[config.mk]
export PLATFORM = sky130hd
export DESIGN_NAME = salc_fifo
export DESIGN_NICKNAME = d
export VERILOG_FILES = /design/src/rtl/set_assoc_lru_cache_sim_assert.svh /design/src/rtl/salc_fifo.sv
export SDC_FILE = /design/constraint.sdc
export NUM_CORES = 1
export LEC_CHECK = 0
export BUFFER_PORTS_ARGS = -buffer_cell sky130_fd_sc_hd__buf_2
export CORE_UTILIZATION = 46
export CTS_BUF_LIST = sky130_fd_sc_hd__clkbuf_16
export DETAILED_ROUTE_END_ITERATION = 8
export GPL_ROUTABILITY_DRIVEN = 0
export GPL_TIMING_DRIVEN = 0
export PLACE_DENSITY = 0.72
export SYNTH_ARGS = -nofsm -noshare
export SYNTH_HDL_FRONTEND = slang
export SYNTH_SLANG_ARGS = --single-unit
[constraint.sdc]
create_clock -name clk -period 1.5 [get_ports clk]
set_clock_uncertainty 0.1 [all_clocks]
set_input_delay 0.075 -clock clk [delete_from_list [all_inputs] [get_ports clk]]
set_output_delay 0.075 -clock clk [all_outputs]
set_load 0.05 [all_outputs]
[src/rtl/set_assoc_lru_cache_sim_assert.svh]
// Assertion macros for the cache simulator back part.
// Needs a clk and an active-low rst_n in the scope of use.
`ifndef SET_ASSOC_LRU_CACHE_SIM_ASSERT_SVH
`define SET_ASSOC_LRU_CACHE_SIM_ASSERT_SVH

// Same-cycle implication
`define SALC_ASSERT_NOW(lbl, ante, cons, msg) \
  lbl: assert property (@(posedge clk) disable iff (!rst_n) (ante) |-> (cons)) else $error(msg);

// Next-cycle implication
`define SALC_ASSERT_NEXT(lbl, ante, cons, msg) \
  lbl: assert property (@(posedge clk) disable iff (!rst_n) (ante) |=> (cons)) else $error(msg);

`endif

[src/rtl/salc_fifo.sv]
// Two-entry queue between the front and back parts.
// No dependencies.
module salc_fifo #(
  parameter int WIDTH = 8
) (
  input  logic             clk,
  input  logic             rst_n,
  input  logic             push,
  input  logic [WIDTH-1:0] push_data,
  output logic             full,
  input  logic             pop,
  output logic             not_empty,
  output logic [WIDTH-1:0] head
);
  logic [WIDTH-1:0] slot_r [2];
  logic             rd_ptr_r, rd_ptr_nxt;
  logic             wr_ptr_r, wr_ptr_nxt;
  logic [1:0]       cnt_r, cnt_nxt;

  assign full      = (cnt_r == 2'd2);
  assign not_empty = (cnt_r != 2'd0);
  assign head      = slot_r[rd_ptr_r];

  // pointer and count update
  always_comb begin
    rd_ptr_nxt = rd_ptr_r;
    wr_ptr_nxt = wr_ptr_r;
    cnt_nxt    = cnt_r;
    if (push) begin
      wr_ptr_nxt = ~wr_ptr_r;
    end
    if (pop) begin
      rd_ptr_nxt = ~rd_ptr_r;
    end
    if (push && !pop) begin
      cnt_nxt = cnt_r + 2'd1;
    end else if (pop && !push) begin
      cnt_nxt = cnt_r - 2'd1;
    end
  end

  always_ff @(posedge clk) begin
    if (!rst_n) begin
      rd_ptr_r <= 1'b0;
      wr_ptr_r <= 1'b0;
      cnt_r    <= 2'd0;
    end else begin
      rd_ptr_r <= rd_ptr_nxt;
      wr_ptr_r <= wr_ptr_nxt;
      cnt_r    <= cnt_nxt;
    end
  end

  // payload storage
  always_ff @(posedge clk) begin
    if (push) begin
      slot_r[wr_ptr_r] <= push_data;
    end
  end
endmodule

### Word level (Yosys, flattened, before mapping)

Memory sizes are Yosys's and may differ from the RTL's. A register that Yosys moved wholly into a read port is not among the register bits.
Cells that the tools add are included.
Widths: inputs -> output; s select.

* flip-flop bits (word level): 4
* RAM bits: 16
* input port bits: 12
* output and inout port bits: 10
* word-level logic and storage cells: 21
* memories: 1

Memories
* slot_r: words 2, bits a word 8, rd ports 1, clocked after Yosys merged registers in 1, wr ports 1, line salc_fifo.sv:15 `logic [WIDTH-1:0] slot_r [2];`

* add/sub/neg operators: 2
* equal/unequal tests: 1
* muxes and demuxes: 6
* bitwise gates (word level): 2
* reduce and logical (&&, ||, !) cells: 6

Operator list (number)
* $mux 1: 4
* $mux 2: 2
* $reduce_bool 2->1: 2
* $add 2x1->2 const B: 1
* $eq 2x2->1 const B: 1
* $logic_and 1x1->1: 2
* $logic_not 1->1: 2
* $not 1->1: 2
* $sub 2x1->2 const B: 1

### Longest topological paths before layout

* word-level depth: 4
* depth in mapped cells: 5
* depth with buffers taken out: 5

### Worst setup path after synthesis

OpenSTA, ideal clock, no wires.

* path kind: reg-to-reg
* start point: register wr_ptr_r
* end point: memory slot_r[0][0], enable pin
* setup time: 0.375 ns
* data arrival time: 0.730 ns
* required time: 1.025 ns
* setup slack: 0.296 ns
* cell stages (with the launch flop): 2
* buffers on the path: 0
* period minus slack after synthesis: 1.204 ns
* path through: dfxtp_1 -> nor2b_1

RTL lines
* from (decl): line salc_fifo.sv:17 `logic wr_ptr_r, wr_ptr_nxt;`
* from (signal assigned): line salc_fifo.sv:49 `wr_ptr_r <= wr_ptr_nxt;`
* to (decl): line salc_fifo.sv:15

No word-level cell before the write port.

==> qor.yml <==
hold_path.class: "in2reg"
worst_pin_slew_ns: 0.481
syn-num-nets: 60
cts-htree-levels: 1
final_nets: 95
final.min_clock_period_ns: 1.44
cp-endpoint: "head[0]"
violations: "design-rule violations"
port_buffers: 21
tritoncts: "built"
first_global_vias: 469
synth-async-reset-ratio: 0
slew_violations: 0
fill_cells: 104
ys_ff_latch: 21
total_power_mw: 1.49
drt_iter0_markers: 8
grt_pass1_wl_mm: 1.85
die_height_um: 43.6
gr-total-overflow: 0
drc: 2
synth_area_leaders: "edfxtp_1 (60%), dfxtp_1 (13%), mux2_2 (11%)"
yosysTopAreaCell: "edfxtp_1"
die_x_um: 43.6
io_pins: 22
vias_per_cell: 4.80
antenna_found_initial: 0
timing.rr.end: "slot_r[0][1]"
syn_area_um2: 797
leakagePower_nw: 0.452
wl_per_cell_um: 11.5
syn_inst: 47
drt-total-wl_mm: 1.12
area_delta_synth_final_pct: 37.5
end_kind: "output pin"
power.density_nw_per_um2: 1360
cts-root-buf: "clkbuf_16"
fin_util: 0.703
ys_warn_count: 0
ys_types: 16
grtUsageTotal: 0.135
r2r_cells: 1
clkSinkCount: 21
start_util: 0.511
synth_ff_type: "edfxtp_1"
grt_max_degree: 12
avgSynthCellArea_um2: 17.0
path_clk_slew_ns: 0.05
core_um2: 1560
die-area_um2: 1900
synth_most_common_cell: "edfxtp_1"
setup_tns_ns: 0
critPathMaxFanout: 8
path_class: "reg2out"
reg2reg_from: "wr_ptr_r"
num_antenna_cells: 0
clk_path_buf_depth: 2
rows: 14
finalHoldViolations: 0
vdd_ir_drop_max_mv: 0.911
rsz0062_at_grt: "no"
fmax_mhz: 695
final_antenna_net_count: 0
clock_latency_ns: 0.24
cp.required_ns: 1.32
setup_viol_count_final: 0
synth_edf_count: 16
startpoint_type: "register"
ys_seq_area_frac: 0.728
final_layout_size_suffix_gt1_frac: 0.444
cap_violations: 0
critical_path_arrival_ns: 1.26
first_pass_iters: 5
synth_common_cells: "edfxtp_1 (16), mux2_2 (8), dfxtp_1 (5)"
vias: 466
r2r_slack_ns: 0.32
period_share: 0.959
yosysTopAreaCellShare: 0.603
status: "finished, violations left"
cts_buffers: 3
cts_setup_buffers: 0
relSlewSlack: 0.678
[sequential cells by signal (all words and copies together), names as in the netlist, named ones only]
name / flops
wr_ptr_r: 1
slot_r: 16
rd_ptr_r: 1
cnt_r: 2
[cell families after synthesis]
kind of cell    share of synthesized area
simple gates                       0.0738
xor+xnor                           0.0330
flops                               0.728
mux                                 0.113
compound gates                     0.0251
fa+ha+maj                          0.0157
buf+inv                            0.0110
[worst max-delay path, cell delays in order, from the launching register on]
cell	delay [ns]
dfxtp_1	0.30
buf_4	0.16
mux2_2	0.34
buf_2	0.21
[worst min path at each step]
stage	startpoint	end	slack, ns	cells past startpoint
2_1_floorplan	push_data[0]	slot_r[0][0]	0.07	0
3_3_place_gp	push_data[5]	slot_r[1][5]	0.17	1
3_5_place_dp	push_data[0]	slot_r[1][0]	0.17	1
4_1_cts	push	wr_ptr_r	0.07	3
5_1_grt	pop	rd_ptr_r	0.10	3
6_report	push	wr_ptr_r	0.07	3
[power breakdown]
part           switching, mW  internal (mW)
Combinational          0.174          0.102
Clock                  0.174          0.354
Sequential            0.0152          0.667
Total                  0.363           1.12
[area by class of cell]
type / count / area (µm²) / area share
sequential: 21 / 581 / 0.530
tap: 16 / 20.0 / 0.0183
timing repair buffer: 30 / 195 / 0.178
clock inverter: 1 / 3.75 / 0.00342
multi-input combinational: 24 / 210 / 0.192
clock buffer: 3 / 75.1 / 0.0685
buffer: 1 / 7.51 / 0.00685
inverter: 1 / 3.75 / 0.00342
[what timing repair did]
item | 4_1_cts | 5_1_grt
gates resized for setup | 1 | 1
hold buffers | 9 | 0
endpoints found under the hold margin | 20 | 0
setup endpoints to repair | 4 | 8
[cell usage in the layout, fill, tap and decap left out, types with 2 or more instances in the layout]
| cell type | count |
|---|---|
| and2_1 | 4 |
| buf_2 | 21 |
| clkbuf_16 | 3 |
| dfxtp_1 | 5 |
| dlygate4sd3_1 | 9 |
| edfxtp_1 | 16 |
| inv_1 | 2 |
| mux2_2 | 8 |
| xor2_1 | 2 |
[layer usage]
layer / vias to the layer above / share of wire / GRT usage
met5: - / 0 / 0
met4: 0 / 0 / 0.0563
met3: 0 / 0.035 / 0.0375
met2: 10 / 0.51 / 0.218
met1: 219 / 0.45 / 0.172
li1: 237 / - / -
[stage by stage]
stage | hold slack [ns] | cells | instance area [µm²] | setup WS [ns]
3_5_place_dp | 0.166 | 84 | 922 | 0.0769
5_1_grt | 0.100 | 97 | 1100 | 0.00729
2_1_floorplan | 0.0739 | 47 | 797 | 0.296
4_1_cts | 0.0697 | 97 | 1090 | 0.0461
6_report | 0.0744 | 97 | 1100 | 0.0621
3_3_place_gp | 0.166 | 84 | 922 | 0.0991
Power figures use the tool's default switching activity.
