File: src/rtl/set_assoc_lru_cache_sim_assert.svh
// Assertion macros for the cache simulator back part.
// Needs a clk and an active-low rst_n in the scope of use.
`ifndef SET_ASSOC_LRU_CACHE_SIM_ASSERT_SVH
`define SET_ASSOC_LRU_CACHE_SIM_ASSERT_SVH

// Same-cycle implication
`define SALC_ASSERT_NOW(lbl, ante, cons, msg) \
  lbl: assert property (@(posedge clk) disable iff (!rst_n) (ante) |-> (cons)) else $error(msg);

// Next-cycle implication
`define SALC_ASSERT_NEXT(lbl, ante, cons, msg) \
  lbl: assert property (@(posedge clk) disable iff (!rst_n) (ante) |=> (cons)) else $error(msg);

`endif

File: src/rtl/salc_pkg.sv
// Shared types and codes for the set-associative LRU cache simulator.
// No dependencies.
package salc_pkg;

  // access kinds
  localparam logic [1:0] MODE_LOAD   = 2'd0;
  localparam logic [1:0] MODE_STORE  = 2'd1;
  localparam logic [1:0] MODE_MODIFY = 2'd2;
  localparam logic [1:0] MODE_FETCH  = 2'd3;

  // configuration register indexes
  localparam logic [1:0] CFG_SET_BITS   = 2'd0;
  localparam logic [1:0] CFG_WAYS       = 2'd1;
  localparam logic [1:0] CFG_BLOCK_BITS = 2'd2;

  // one stored line
  typedef struct packed {
    logic        vld;
    logic [31:0] tag;
    logic [31:0] stamp;
  } salc_line_t;

  // classified access travelling from front to back
  typedef struct packed {
    logic [1:0]  mode;
    logic [31:0] tag;
    logic [31:0] stamp;
  } salc_req_t;

endpackage

File: src/rtl/salc_front.sv
// Front part: configuration registers, access counter, address split.
// Depends on salc_pkg.
module salc_front #(
  parameter int MAX_SET_BITS = 6,
  parameter int MAX_WAYS     = 8
) (
  input  logic                     clk,
  input  logic                     rst_n,
  input  logic                     cfg_valid,
  output logic                     cfg_ready,
  input  logic [1:0]               cfg_index,
  input  logic [4:0]               cfg_data,
  input  logic                     in_valid,
  output logic                     in_stall,
  input  logic [1:0]               in_mode,
  input  logic [31:0]              in_address,
  output logic                     push,
  output logic [(MAX_SET_BITS > 0 ? MAX_SET_BITS : 1)-1:0] push_set,
  output salc_pkg::salc_req_t      push_req,
  input  logic                     q_full,
  output logic [$clog2(MAX_WAYS+1)-1:0] nways
);
  import salc_pkg::*;

  localparam int SW = (MAX_SET_BITS > 0) ? MAX_SET_BITS : 1;
  localparam int WW = $clog2(MAX_WAYS + 1);

  logic [2:0]  set_bits_r;
  logic [3:0]  ways_r;
  logic [4:0]  block_bits_r;
  logic [31:0] acc_cnt_r, acc_cnt_nxt;
  logic [2:0]  s_eff;
  logic [5:0]  shift;
  logic [31:0] offset_dropped;
  logic [SW-1:0] set_mask;

  assign cfg_ready   = 1'b1;
  assign in_stall    = q_full;
  assign push        = in_valid && !q_full;
  assign acc_cnt_nxt = acc_cnt_r + 32'd1;

  // configuration writes
  always_ff @(posedge clk) begin
    if (!rst_n) begin
      set_bits_r   <= 3'd0;
      ways_r       <= 4'd1;
      block_bits_r <= 5'd0;
    end else if (cfg_valid) begin
      case (cfg_index)
        CFG_SET_BITS:   set_bits_r   <= cfg_data[2:0];
        CFG_WAYS:       ways_r       <= cfg_data[3:0];
        CFG_BLOCK_BITS: block_bits_r <= cfg_data;
        default: ;
      endcase
    end
  end

  // access counter advances on every transfer, fetches included
  always_ff @(posedge clk) begin
    if (!rst_n) begin
      acc_cnt_r <= 32'd0;
    end else if (push) begin
      acc_cnt_r <= acc_cnt_nxt;
    end
  end

  // clamp set bits and way count
  always_comb begin
    if (int'(set_bits_r) > MAX_SET_BITS) begin
      s_eff = 3'(MAX_SET_BITS);
    end else begin
      s_eff = set_bits_r;
    end
    if (ways_r == 4'd0) begin
      nways = WW'(1);
    end else if (int'(ways_r) > MAX_WAYS) begin
      nways = WW'(MAX_WAYS);
    end else begin
      nways = WW'(ways_r);
    end
  end

  // address split: tag is zero once the split reaches 32 bits
  always_comb begin
    shift          = {3'b000, s_eff} + {1'b0, block_bits_r};
    offset_dropped = in_address >> block_bits_r;
    for (int i = 0; i < SW; i++) begin
      set_mask[i] = (i < int'(s_eff));
    end
    push_set       = offset_dropped[SW-1:0] & set_mask;
    push_req.mode  = in_mode;
    push_req.tag   = shift[5] ? 32'd0 : (in_address >> shift[4:0]);
    push_req.stamp = acc_cnt_nxt;
  end
endmodule

File: config.mk
export PLATFORM = sky130hd
export DESIGN_NAME = salc_front
export DESIGN_NICKNAME = d
export VERILOG_FILES = /design/src/rtl/set_assoc_lru_cache_sim_assert.svh /design/src/rtl/salc_pkg.sv /design/src/rtl/salc_front.sv
export SDC_FILE = /design/constraint.sdc
export NUM_CORES = 1
export LEC_CHECK = 0
export ABC_AREA = 0
export BUFFER_PORTS_ARGS = -buffer_cell sky130_fd_sc_hd__buf_2
export CELL_PAD_IN_SITES_DETAIL_PLACEMENT = 1
export CELL_PAD_IN_SITES_GLOBAL_PLACEMENT = 1
export CORE_UTILIZATION = 42
export DETAILED_ROUTE_END_ITERATION = 8
export PLACE_DENSITY = 0.81
export SLEW_MARGIN = 40
export SYNTH_ARGS = -nofsm -noshare
export SYNTH_HDL_FRONTEND = slang
export SYNTH_SLANG_ARGS = --single-unit
File: constraint.sdc
create_clock -name clk -period 3.97 [get_ports clk]
set_input_delay 0.5955 -clock clk [delete_from_list [all_inputs] [get_ports clk]]
set_output_delay 0.5955 -clock clk [all_outputs]
set_load 0.01 [all_outputs]
# --- Yosys cells after proc, flatten, opt, wreduce, memory -nomap -nowiden ---
# Index checks and enable logic that the tools add are counted.
# W data, S select, Z words.
classes:
  n_bitwise: 1
  muxes: 4
  order_cmp: 8
  shifts: 2
  reduce_logical: 7
  eq_ne: 2
  n_addsub: 2
ops:
  columns: ["operator", "n"]
  rows:
  - ["$add A32 B1 Y32 const B", 1]
  - ["$mux W32", 1]
  - ["$shr A32 B5 Y32", 1]
  - ["$shr A32 B5 Y6", 1]
  - ["$mux W4", 2]
  - ["$add A3 B5 Y6", 1]
  - ["$and A6 B6 Y6", 1]
  - ["$lt A1 B3 Y1 const A", 2]
  - ["$lt A2 B3 Y1 const A", 2]
  - ["$lt A3 B3 Y1 const A", 2]
  - ["$reduce_and A2 Y1", 3]
  - ["$gt A4 B4 Y1 const B", 1]
  - ["$logic_not A4 Y1", 1]
  - ["$gt A3 B3 Y1 const B", 1]
  - ["$mux W3", 1]
  - ["$eq A2 B1 Y1 const B", 1]
  - ["$eq A2 B2 Y1 const B", 1]
  - ["$logic_not A2 Y1", 1]
  - ["$logic_and A1 B1 Y1", 1]
  - ["$logic_not A1 Y1", 1]
word_totals:
  in_bits: 46
  wordCells: 30
  register_bits: 44
  out_inout_bits: 79

# --- Logic depth before layout (Yosys ltp) ---
logic_depth:
  ltp_word: 5
  mapped_depth: 12
  mapped_depth_nobuf: 9

# --- Least setup slack after synthesis ---
# Ideal clock, no wire load.
synth_path:
  kind: "register to output"
  from: "reg block_bits_r[1]"
  to: "out push_req[38] in the netlist's numbering"
  path_buffers: 4
  path_slack_ps: 296
  stages_incl_launch_ff: 12
  required_ps: 3374
  arrival_ps: 3079
  cell_sequence: "dfxtp_1 > buf_6 > buf_2 > buf_2 > inv_1 > fa_1 > buf_2 > mux2_2 > mux4_2 > a21o_1 > o211ai_1 > a31oi_1"
synth_rtl:
  columns: ["element", "line", "text"]
  rows:
  - ["start: declaration", "salc_front.sv:30", "logic [4:0] block_bits_r;"]
  - ["start signal: assignment", "salc_front.sv:52", "CFG_BLOCK_BITS: block_bits_r <= cfg_data;"]
  - ["end: declaration", "salc_front.sv:19", "output salc_pkg::salc_req_t push_req,"]

==> flow_metrics.tcl <==
set metrics [dict create \
    status "complete, no violations" \
    avgSynthCellArea_um2 8.44 \
    clk_latency_ns 0.30 \
    wl_mm 20.3 \
    finalPower_mw 1.57 \
    clock_path_buffers 2 \
    synth-async-reset-ratio_pct 0 \
    cts_made_buffers 5 \
    yosysMostFrequentCell "nor2_1" \
    htreeDepth 2 \
    chipHeight_um 118 \
    period_minus_slack_ns 3.85 \
    register_area_um2 886 \
    antenna_cells 0 \
    post-route-period-util_pct 97.0 \
    worst_setup_path_start_kind "flip-flop" \
    setup_slack_ns 0.121 \
    design.portCount 125 \
    p_per_area_mw_per_mm2 240 \
    tightest_slew_ns 0.693 \
    finalHoldViolCount 0 \
    fin_worst_skew_ns 0.0116 \
    pre_cts_slack_ns 0.300 \
    drcViolationCount 0 \
    yosysTopAreaCellShare_pct 18.4 \
    swShare_pct 35.5 \
    hpwlAfterDp_mm 14.9 \
    netlist_instances 668 \
    hold_slack_ns 0.486 \
    clkTransAtPathRegs_ns 0.07 \
    start_util_pct 43.8 \
    gp_routability_congestion 0.947 \
    synthDistinctLibCells 65 \
    cp_max_fo 22 \
    cp-endpoint "push_req[36]" \
    synth-seq-area-share_pct 15.6 \
    timing.rr.end "acc_cnt_r[27]" \
    cts_hold_buf 0 \
    yosys-top-cells-area "mux4_2, dfxtp_1, mux2i_1" \
    yosys.area.top_type "mux4_2" \
    multi_input_area_mm2 0.00445 \
    r2r_slack_ns 1.63 \
    sequentialPowerShare_pct 28.8 \
    row_count 41 \
    slew_headroom_pct 53.7 \
    grt_overflow 0 \
    ys.flop_type "dfxtp_1" \
    worstPathArrival_ns 3.25 \
    syn_to_final_growth_pct 16.3 \
    antenna_found_initial 0 \
    combPwrFrac_pct 39.3 \
    fp.dieW_um 118 \
    vdd_ir_drop_max_v 0.000247 \
    worstReg2RegStart "acc_cnt_r[10]" \
    num_vias 5886 \
    layout.cells.non_filler 935 \
    grt_use_total_pct 28.8 \
    synth-seq-cells 44 \
    ys_warn_count 0 \
    place_area_mm2 0.00635 \
    rsz0062_at_grt "true" \
    ant_nets 0 \
    p_int_mw 1.01 \
    startpoint "set_bits_r[0]" \
    portBuffers 119 \
    wire_per_inst_um 21.7 \
    endpoint_kind "output pin" \
    stdcell_area_mm2 0.00656 \
    power_frac_clock_pct 31.9 \
    dp_cells 927 \
    fmax_ghz 0.260 \
    yosys-top-cells-count "nor2_1, nand2_1, mux2i_1" \
    hold_class "reg2reg" \
    nFillCells 1606 \
    crit_type "reg2out" \
    leakage_nw 2.65 \
    die-area_mm2 0.0139 \
    r2r_cells 6 \
    setup_viol 0 \
    critPathRequiredTime_ns 3.37 \
    drtIter0Drc 516 \
    via_per_inst 6.30 \
    p_switching_uw 558 \
    final_nets 813 \
    root_buffer "clkbuf_16" \
    drive_gt1_share_pct 32.2 \
    synth_nets 719 \
    synth_edf_count 0 \
    cts_tree "yes" \
    maxSlewViolCount 0 \
    grt_pass1_vias 6102 \
    coreArea_mm2 0.0129 \
    dr.pass1.iters 5 \
    grt_pass1_wl_mm 32.4 \
    syn-cell-area_mm2 0.00564 \
    cap_violations 0 \
    cts.sinks 44 \
    grt_max_degree 40 \
]
state kept, by name, summed over array words and instances (netlist names):
register / count
acc_cnt_r: 32
block_bits_r: 5
ways_r: 4
set_bits_r: 3
cell usage in the layout, fill, tap and decap left out, types with 4 or more instances in the layout:
cell and count:
buf_2 119, nor2_1 86, nand2_1 64, mux4_2 46, mux2i_1 45, dfxtp_1 42, xnor2_1 31, a21oi_1 27
o21ai_0 25, nand3_1 24, mux2_2 23, buf_4 22, xor2_1 21, nor3_1 15, inv_1 14, nand4_1 10
o211ai_1 10, or3_1 8, a211oi_1 8, o32ai_1 8, and2_1 7, nor2b_1 7, and3_1 6, nor4_1 6
nand3b_1 5, clkbuf_16 5, and4_1 4, a21o_1 4, o2111ai_1 4, ha_1 4
worst min path at each step:
stage,from,to,slack [ns],cells past startpoint
after floorplan,ways_r[0],ways_r[0],0.44,2
after global placement,acc_cnt_r[28],acc_cnt_r[28],0.46,2
after detailed placement,acc_cnt_r[28],acc_cnt_r[28],0.48,2
after CTS,acc_cnt_r[28],acc_cnt_r[28],0.49,2
after global routing,acc_cnt_r[28],acc_cnt_r[28],0.51,2
final,acc_cnt_r[28],acc_cnt_r[28],0.49,2
stage by stage:
stage / utilization [%] / TNS, ns
2_1_floorplan: - / 0
3_3_place_gp: 49.3 / 0
3_5_place_dp: 49.4 / 0
4_1_cts: 50.8 / 0
5_1_grt: 50.9 / -0.00953
6_report: 50.9 / 0
cell type report:
class,instances,share of cell area (%)
Timing Repair Buffer,142,11.9
Clock inverter,3,0.725
Sequential cell,44,13.5
Clock buffer,5,1.91
Inverter,15,0.858
Multi-Input combinational cell,554,67.8
Tap cell,172,3.28
worst max-delay path, stage by stage, from the launching register on:
cell and delay, ns:
dfxtp_4 0.37, a21boi_1 0.16, ha_1 0.19, inv_1 0.06, fa_2 0.57, buf_12 0.18, mux2_2 0.39, mux2i_4 0.19
inv_1 0.08, mux4_2 0.46, o2bb2ai_1 0.14, buf_2 0.14
routing by layer:
metal | up-vias | wire length, µm | global-route usage, %
li1 | 2653 | - | -
met1 | 2882 | 8260 | 36.5
met2 | 299 | 9940 | 48.1
met3 | 52 | 1590 | 5.81
met4 | 0 | 525 | 10.7
met5 | - | 0 | 0
timing repair:
item / 4_1_cts / 5_1_grt
cloned: 0 / 0
endpoints found under the setup margin: 2 / 17
resized for setup: 2 / 7
setup buffers: 0 / 0
hold endpoints to repair: 0 / 0
cell families after synthesis:
kind of cell	synth area share (%)
buffers and inverters	6.28
and+or+nand+nor	23.3
DFF	15.6
AOI/OAI and AO/OA	13.2
adders and majority gates	1.24
xor gates and xnor gates	8.65
other	0.0665
muxes	31.7
power by group through the flow:
stage | registers (mW) | logic [mW] | clock network (mW)
4_1_cts | 0.453 | 0.604 | 0.507
3_3_place_gp | 0.463 | 0.584 | 0
5_1_grt | 0.454 | 0.662 | 0.528
2_1_floorplan | 0.461 | 0.392 | 0
3_5_place_dp | 0.463 | 0.599 | 0
6_report | 0.453 | 0.618 | 0.502
Power figures use the tool's default switching activity.
